**src/rtl/i2cm16_pkg.sv**
```systemverilog
// Package for the 16-bit register I2C master: beat types, op codes and sequencer states.
package i2cm16_pkg;

    // Op codes carried in the input beat
    localparam logic [1:0] OP_TICK  = 2'd0;
    localparam logic [1:0] OP_WRITE = 2'd1;
    localparam logic [1:0] OP_READ  = 2'd2;

    // Configuration reset value: ticks per SCL phase
    localparam logic [15:0] HALF_PERIOD_RESET = 16'd15;

    // Bits per byte before the acknowledge slot
    localparam logic [3:0] BITS_PER_BYTE = 4'd8;

    // Byte steps of a transaction
    localparam logic [2:0] STEP_ADDR  = 3'd0;
    localparam logic [2:0] STEP_SUB   = 3'd1;
    localparam logic [2:0] STEP_SEC   = 3'd2;
    localparam logic [2:0] STEP_THIRD = 3'd3;
    localparam logic [2:0] STEP_LAST  = 3'd4;

    // Bus sequencer states
    typedef enum logic [3:0] {
        ST_IDLE,
        ST_START_HI,
        ST_START_LO,
        ST_BIT_LO,
        ST_BIT_HI,
        ST_RS_LO,
        ST_STOP_LO,
        ST_STOP_HI,
        ST_STOP_REL
    } t_seq_state;

    // Input beat: one timing tick
    typedef struct packed {
        logic [1:0]  op;
        logic [7:0]  dev_addr;
        logic [7:0]  reg_index;
        logic [15:0] wr_data;
        logic        sda_sample;
    } t_in_item;

    // Output beat: bus levels and status for one tick
    typedef struct packed {
        logic        scl_drive;
        logic        sda_drive;
        logic        busy_res;
        logic        done_res;
        logic        nack_error;
        logic [15:0] rd_data;
    } t_out_item;

endpackage

```
**src/rtl/i2c_master_reg16_access_top.sv**
```systemverilog
// Top level of the I2C master for 16-bit register write and read transactions.
//
// Usage:
//   Input channel (i_in_valid / o_in_ready / i_in_data): one beat per timing tick.
//   op = write or read starts a transaction when the sequencer is idle; otherwise
//   the op is ignored and the beat just advances time. sda_sample is the SDA
//   level seen on that tick.
//   Output channel (o_out_valid / i_out_ready / o_out_data): exactly one beat per
//   input beat, carrying the SCL/SDA open-drain levels, busy, a one-beat done
//   pulse, the NACK flag and the read word.
//   Config channel (i_cfg_valid / o_cfg_ready / i_cfg_data): sets the number of
//   ticks per SCL low or high phase (zero acts as one). Write it only when idle.
// Latency and throughput: a result is registered when its input beat is taken;
//   one beat per cycle unless stalled, limited by the single sequencer state update.
// Stall: the result register holds while i_out_ready is low and o_in_ready
//   drops with it, so no beat is lost; a taken result frees room the same cycle.
// Reset: synchronous, active low; sequencer idles, phase length goes to 15,
//   output register empty.
module i2c_master_reg16_access_top (
    input  logic                  i_clk,
    input  logic                  i_rst_n,
    input  logic                  i_in_valid,
    output logic                  o_in_ready,
    input  i2cm16_pkg::t_in_item  i_in_data,
    output logic                  o_out_valid,
    input  logic                  i_out_ready,
    output i2cm16_pkg::t_out_item o_out_data,
    input  logic                  i_cfg_valid,
    output logic                  o_cfg_ready,
    input  logic [15:0]           i_cfg_data
);
    import i2cm16_pkg::*;

    // Configuration and sequencer state
    logic [15:0] r_half;
    t_seq_state  r_state,   n_state;
    logic [15:0] r_phase,   n_phase;
    logic [3:0]  r_bit,     n_bit;
    logic [2:0]  r_step,    n_step;
    logic [7:0]  r_shift,   n_shift;
    logic [7:0]  r_addr,    n_addr;
    logic [7:0]  r_reg,     n_reg;
    logic [15:0] r_data,    n_data;
    logic [15:0] r_rx,      n_rx;
    logic        r_ack,     n_ack;
    logic        r_is_read, n_is_read;

    // Result register
    t_out_item   r_out, n_out;
    logic        r_out_valid;
    logic        in_fire;

    assign o_in_ready  = !r_out_valid || i_out_ready;
    assign in_fire     = i_in_valid && o_in_ready;
    assign o_out_valid = r_out_valid;
    assign o_out_data  = r_out;
    assign o_cfg_ready = 1'b1;

    // Byte to send at a given step
    function automatic logic [7:0] f_byte(input logic [2:0] step, input logic rd,
                                          input logic [7:0] addr, input logic [7:0] sub,
                                          input logic [15:0] data);
        logic [15:0] inv;
        inv = ~data;
        unique case (step)
            STEP_ADDR:  f_byte = addr;
            STEP_SUB:   f_byte = rd ? 8'd0 : sub;
            STEP_SEC:   f_byte = rd ? (addr + 8'd1) : inv[7:0];
            STEP_THIRD: f_byte = rd ? 8'd0 : inv[15:8];
            default:    f_byte = 8'd0;
        endcase
    endfunction

    // Next state and result for one tick
    always_comb begin
        t_seq_state  c_state;
        logic [15:0] c_phase;
        logic [3:0]  c_bit;
        logic [2:0]  c_step;
        logic [7:0]  c_shift;
        logic [15:0] c_rx;
        logic        c_ack;
        logic [16:0] ph_inc;
        logic [16:0] h_eff;
        logic        phase_end;
        logic        rcv;
        logic        lvl;
        logic        sda;
        logic        start_op;

        sda      = i_in_data.sda_sample;
        start_op = (r_state == ST_IDLE) &&
                   (i_in_data.op == OP_WRITE || i_in_data.op == OP_READ);

        n_addr    = r_addr;
        n_reg     = r_reg;
        n_data    = r_data;
        n_is_read = r_is_read;
        c_state   = r_state;
        c_phase   = r_phase;
        c_bit     = r_bit;
        c_step    = r_step;
        c_shift   = r_shift;
        c_rx      = r_rx;
        c_ack     = r_ack;

        // Latch a new transaction
        if (start_op) begin
            n_addr    = i_in_data.dev_addr;
            n_reg     = i_in_data.reg_index;
            n_data    = i_in_data.wr_data;
            n_is_read = (i_in_data.op == OP_READ);
            c_state   = ST_START_HI;
            c_phase   = 16'd0;
            c_bit     = 4'd0;
            c_step    = STEP_ADDR;
            c_shift   = 8'd0;
            c_rx      = 16'd0;
            c_ack     = 1'b1;
        end

        n_state = c_state;
        n_phase = c_phase;
        n_bit   = c_bit;
        n_step  = c_step;
        n_shift = c_shift;
        n_rx    = c_rx;
        n_ack   = c_ack;

        // SDA level for the current bit slot
        rcv = n_is_read && (c_step >= STEP_THIRD);
        if (c_bit < BITS_PER_BYTE) begin
            lvl = rcv ? 1'b1 : c_shift[7];
        end else if (rcv) begin
            lvl = (c_step != STEP_THIRD);
        end else begin
            lvl = 1'b1;
        end

        // Bus levels
        n_out.busy_res   = (c_state != ST_IDLE);
        n_out.done_res   = 1'b0;
        n_out.nack_error = 1'b0;
        n_out.rd_data    = 16'd0;
        unique case (c_state)
            ST_START_LO: begin n_out.scl_drive = 1'b1; n_out.sda_drive = 1'b0; end
            ST_BIT_LO:   begin n_out.scl_drive = 1'b0; n_out.sda_drive = lvl;  end
            ST_BIT_HI:   begin n_out.scl_drive = 1'b1; n_out.sda_drive = lvl;  end
            ST_RS_LO:    begin n_out.scl_drive = 1'b0; n_out.sda_drive = 1'b1; end
            ST_STOP_LO:  begin n_out.scl_drive = 1'b0; n_out.sda_drive = 1'b0; end
            ST_STOP_HI:  begin n_out.scl_drive = 1'b1; n_out.sda_drive = 1'b0; end
            default:     begin n_out.scl_drive = 1'b1; n_out.sda_drive = 1'b1; end
        endcase

        // Phase timer
        ph_inc    = {1'b0, c_phase} + 17'd1;
        h_eff     = (r_half == 16'd0) ? 17'd1 : {1'b0, r_half};
        phase_end = !(ph_inc < h_eff);

        if (c_state != ST_IDLE) begin
            if (!phase_end) begin
                n_phase = ph_inc[15:0];
            end else begin
                n_phase = 16'd0;
                unique case (c_state)
                    ST_START_HI: n_state = ST_START_LO;
                    ST_START_LO: begin
                        n_shift = f_byte(c_step, n_is_read, n_addr, n_reg, n_data);
                        n_bit   = 4'd0;
                        n_state = ST_BIT_LO;
                    end
                    ST_BIT_LO:   n_state = ST_BIT_HI;
                    ST_BIT_HI: begin
                        if (c_bit < BITS_PER_BYTE) begin
                            n_shift = {c_shift[6:0], rcv & sda};
                            n_bit   = c_bit + 4'd1;
                            n_state = ST_BIT_LO;
                        end else if (!rcv && sda) begin
                            // NACK on a sent byte: abort through stop
                            n_ack   = 1'b0;
                            n_state = ST_STOP_LO;
                        end else if (!n_is_read && c_step >= STEP_THIRD) begin
                            n_state = ST_STOP_LO;
                        end else if (n_is_read && c_step == STEP_SUB) begin
                            n_step  = STEP_SEC;
                            n_state = ST_RS_LO;
                        end else if (n_is_read && c_step >= STEP_LAST) begin
                            n_rx    = {c_shift, c_rx[7:0]};
                            n_state = ST_STOP_LO;
                        end else begin
                            // Next byte; the first received byte goes to the low half
                            if (n_is_read && c_step == STEP_THIRD) begin
                                n_rx = {8'd0, c_shift};
                            end
                            n_step  = c_step + 3'd1;
                            n_shift = f_byte(n_step, n_is_read, n_addr, n_reg, n_data);
                            n_bit   = 4'd0;
                            n_state = ST_BIT_LO;
                        end
                    end
                    ST_RS_LO:    n_state = ST_START_HI;
                    ST_STOP_LO:  n_state = ST_STOP_HI;
                    ST_STOP_HI:  n_state = ST_STOP_REL;
                    default: begin
                        n_out.done_res   = 1'b1;
                        n_out.nack_error = !c_ack;
                        n_out.rd_data    = (n_is_read && c_ack) ? c_rx : 16'd0;
                        n_state          = ST_IDLE;
                    end
                endcase
            end
        end
    end

    // Config register
    always_ff @(posedge i_clk) begin
        if (!i_rst_n) begin
            r_half <= HALF_PERIOD_RESET;
        end else if (i_cfg_valid) begin
            r_half <= i_cfg_data;
        end
    end

    // Sequencer state, advanced once per input beat
    always_ff @(posedge i_clk) begin
        if (!i_rst_n) begin
            r_state   <= ST_IDLE;
            r_phase   <= 16'd0;
            r_bit     <= 4'd0;
            r_step    <= STEP_ADDR;
            r_shift   <= 8'd0;
            r_addr    <= 8'd0;
            r_reg     <= 8'd0;
            r_data    <= 16'd0;
            r_rx      <= 16'd0;
            r_ack     <= 1'b0;
            r_is_read <= 1'b0;
        end else if (in_fire) begin
            r_state   <= n_state;
            r_phase   <= n_phase;
            r_bit     <= n_bit;
            r_step    <= n_step;
            r_shift   <= n_shift;
            r_addr    <= n_addr;
            r_reg     <= n_reg;
            r_data    <= n_data;
            r_rx      <= n_rx;
            r_ack     <= n_ack;
            r_is_read <= n_is_read;
        end
    end

    // Result register
    always_ff @(posedge i_clk) begin
        if (!i_rst_n) begin
            r_out_valid <= 1'b0;
        end else if (in_fire) begin
            r_out_valid <= 1'b1;
        end else if (i_out_ready) begin
            r_out_valid <= 1'b0;
        end
    end

    always_ff @(posedge i_clk) begin
        if (in_fire) begin
            r_out <= n_out;
        end
    end

    // Checks
    a_bit_range: assert property (@(posedge i_clk) disable iff (!i_rst_n)
        r_bit <= BITS_PER_BYTE)
        else $error("bit counter past acknowledge slot");

    a_step_write: assert property (@(posedge i_clk) disable iff (!i_rst_n)
        (!r_is_read && r_state != ST_IDLE) |-> (r_step <= STEP_THIRD))
        else $error("write transaction past its last byte");

    a_idle_phase: assert property (@(posedge i_clk) disable iff (!i_rst_n)
        (r_state == ST_IDLE) |-> (r_phase == 16'd0))
        else $error("phase timer running while idle");

    a_err_done: assert property (@(posedge i_clk) disable iff (!i_rst_n)
        (r_out_valid && r_out.nack_error) |-> (r_out.done_res && r_out.rd_data == 16'd0))
        else $error("error flag without done or with read data");

    a_done_idle: assert property (@(posedge i_clk) disable iff (!i_rst_n)
        (in_fire && n_out.done_res) |=> (r_state == ST_IDLE))
        else $error("sequencer not idle after done");

endmodule

```
**config.mk**
```make
export PLATFORM = sky130hd
export DESIGN_NAME = i2c_master_reg16_access_top
export DESIGN_NICKNAME = d
export VERILOG_FILES = /design/src/rtl/i2cm16_pkg.sv /design/src/rtl/i2c_master_reg16_access_top.sv
export SDC_FILE = /design/constraint.sdc
export NUM_CORES = 1
export LEC_CHECK = 0
export BUFFER_PORTS_ARGS = -buffer_cell sky130_fd_sc_hd__buf_2
export CAP_MARGIN = 20
export CORE_MARGIN = 8
export CORE_UTILIZATION = 25
export DETAILED_ROUTE_END_ITERATION = 8
export PLACE_DENSITY = 0.49
export SYNTH_ARGS = -nofsm -noshare
export SYNTH_HDL_FRONTEND = slang
export SYNTH_SLANG_ARGS = --single-unit
```
**constraint.sdc**
```tcl
create_clock -name i_clk -period 5.58 [get_ports i_clk]
set_input_delay 0.279 -clock i_clk [delete_from_list [all_inputs] [get_ports i_clk]]
set_output_delay 0.279 -clock i_clk [all_outputs]
set_load 0.05 [all_outputs]
```
==> summary.md <==
| Metric | Value |
|---|---|
| Status | `finished, final reports clean` |
| Fillers | `3349` |
| Setup crit start kind | `flip-flop` |
| CTS tree | `yes` |
| Total Routed Length | `27.6 mm` |
| Max Slew Vio Count | `0` |
| Max reg flops | `21` |
| Area growth, synth to finish | `17.6%` |
| Final Cell Area | `0.00913 mm^2` |
| Pwr Density | `271 mW/mm^2` |
| Endpoints failing hold | `0` |
| Core Area | `0.0306 mm^2` |
| CTS root buf | `clkbuf_16` |
| Worst clock skew | `0.0114 ns` |
| Worst-path fanout max | `16` |
| CTS buffer count | `17` |
| Post-synth EDFFs | `21` |
| Via count | `7579` |
| Worst skew pair latency | `0.44 ns` |
| Placed cell area | `0.00853 mm^2` |
| Register area share after synthesis | `34.4%` |
| Peak Freq | `0.194 GHz` |
| Most frequent cells in the layout | `nand2_1, dfxtp_1, a21oi_1` |
| Storage element area | `0.00267 mm^2` |
| Crit Path Class | `flip-flop to flip-flop` |
| Share of post-route cells with drive strength above 1 | `15.4%` |
| Starting Density | `25.4%` |
| Hold WC Path Type | `primary input to flip-flop` |
| Iter 0 DRT Violations | `664` |
| Total grt overflow | `0` |
| Io pins | `80` |
| #FFs+latches synth | `123` |
| Drt wl/cell | `19.3 um` |
| YS warnings | `0` |
| RSZ-0062 raised after global routing | `no` |
| Maxcap violations | `0` |
| Area of the multi-input gates | `0.00467 mm^2` |
| Gpl congestion | `0.895` |
| Worst setup EP type | `flip-flop` |
| Top FF cell, synth | `dfxtp_1` |
| # DRC | `0` |
| Commonest non-fill, non-tap cell in the layout | `nand2_1` |
| Final setup TNS | `0 ns` |
| Clk sink count | `123` |
| Final setup vio count | `0` |
| Leak pwr | `3.28 nW` |
| Max VDD drop | `155 uV` |
| Die area | `0.0370 mm^2` |
| Antenna violations before repair | `0` |
| Period utilization | `92.1%` |
| Htree depth | `4` |
| Vias in the first global route | `7451` |
| Post-route antenna net violation count | `0` |
| Ys async rst share | `0%` |
| # port buffers | `78` |
| Post-DP HPWL | `19.8 mm` |
| Largest net degree at the start of global routing | `52` |
| Hold_buf cts | `0` |
| Die Y | `192 um` |
| Worst hold slack | `0.0716 ns` |
| Tot GR Track Use | `14.9%` |
| Worst slew pin tran | `0.825 ns` |
| Row Count | `64` |
| Global-route wire length before repair | `43.4 mm` |
| Netlist Area Pre-Place | `0.00777 mm^2` |
| CTS max path bufs | `2` |
| WP data arrival | `5.33 ns` |
| Syn_area_per_cell | `8.02 um^2` |
| Die extent in x | `192 um` |
| ANT cells | `0` |
| Post-DR vias/cell | `5.30` |
| Post-CTS resize count | `0` |
| DR pass1 iterations | `5` |
| Post-CTS setup buffers | `0` |
| Synth Instances | `969` |
| Tmin final | `5.14 ns` |
| Clock Pin Slew Worst Setup and Hold Paths | `0.07 ns` |
| NumNets Final | `1102` |
| Syn nets | `1051` |
| Synth cell types | `84` |
| Tot Pwr | `2.48 mW` |
| Required @ worst endpoint | `5.76 ns` |
| Rel. slew slack | `44.9%` |
## critical path, stage by stage, from the launching register on
cell,delay (ns)
dfxtp_1,0.47
or4_4,0.62
o21ai_2,0.26
inv_1,0.11
ha_1,0.22
nand3_1,0.11
buf_4,0.16
xnor2_1,0.12
nor2_1,0.08
ha_1,0.31
and3_1,0.21
a221o_1,0.32
a221oi_2,0.52
a21o_1,0.31
nand2_1,0.34
and4_1,0.49
and2_1,0.23
## cells by family after synthesis
| kind of cell | after synthesis | synth area share (%) |
|---|---|---|
| compound gates | 283 | 25.5 |
| xor+xnor | 17 | 1.92 |
| fa+ha+maj | 26 | 4.19 |
| buf+inv | 109 | 5.64 |
| flops | 123 | 34.4 |
| mux | 26 | 3.38 |
| other cells | 1 | 0.0483 |
| simple gates | 384 | 24.9 |
## final timing paths
check | start | to | slack, ns | cells past startpoint
min | i_cfg_data[1] | r_half[1] | 0.07 | 3
min reg2reg | r_rx[3] | r_rx[3] | 0.44 | 2
max reg2reg | r_state[0] | o_out_data[7] | 0.44 | 16
max | r_state[0] | o_out_data[7] | 0.44 | 16
## area by class of cell
class,instances,area share [%]
Clock inverter,15,1.90
Timing Repair Buffer,97,5.84
Sequential cell,123,29.3
Tap cell,396,5.42
Clock buffer,17,4.66
Inverter,44,1.81
Multi-Input combinational cell,737,51.1
## where the power goes
group / total, mW / switching (mW) / internal [mW]
clock network: 1.16 / 0.520 / 0.642
logic: 0.364 / 0.253 / 0.110
registers: 0.953 / 0.0235 / 0.930
total: 2.48 / 0.797 / 1.68
## Yosys cell counts, types with 9 or more instances
cell type,n,area [um^2]
inv_1,43,161
nand4_1,16,100
o31ai_1,9,67.6
clkbuf_1,47,176
dfxtp_1,102,2040
nor4_1,12,75.1
edfxtp_1,21,631
a21o_1,11,82.6
nand2_1,154,578
o211ai_1,16,120
buf_2,10,50.1
xnor2_1,13,114
and4_1,12,105
ha_1,26,325
a21oi_1,88,440
nor2_1,53,199
nand2b_1,9,56.3
and2_1,28,175
o21ai_0,38,190
or4_1,12,90.1
a31oi_1,16,100
a22o_1,15,131
nor3_1,13,65.1
nand3_1,44,220
mux2i_1,24,240
## routing by layer
| layer | wire length (um) | vias up | global-route usage [%] |
|---|---|---|---|
| met5 | 0 | - | 0 |
| met4 | 540 | 0 | 5.08 |
| met3 | 1930 | 35 | 3.32 |
| met2 | 12100 | 251 | 22.2 |
| met1 | 13100 | 3632 | 21.0 |
| li1 | - | 3661 | - |
## per-stage QoR
step,std cells,worst slack [ns],utilization (%)
after CTS,1429,0.436,29.9
after global placement,1397,0.606,27.9
after floorplan,969,0.487,-
after global routing,1429,0.0967,29.9
after detailed placement,1397,0.469,27.9
final,1429,0.438,29.9
Note: power is estimated with default switching activity, not from simulation.
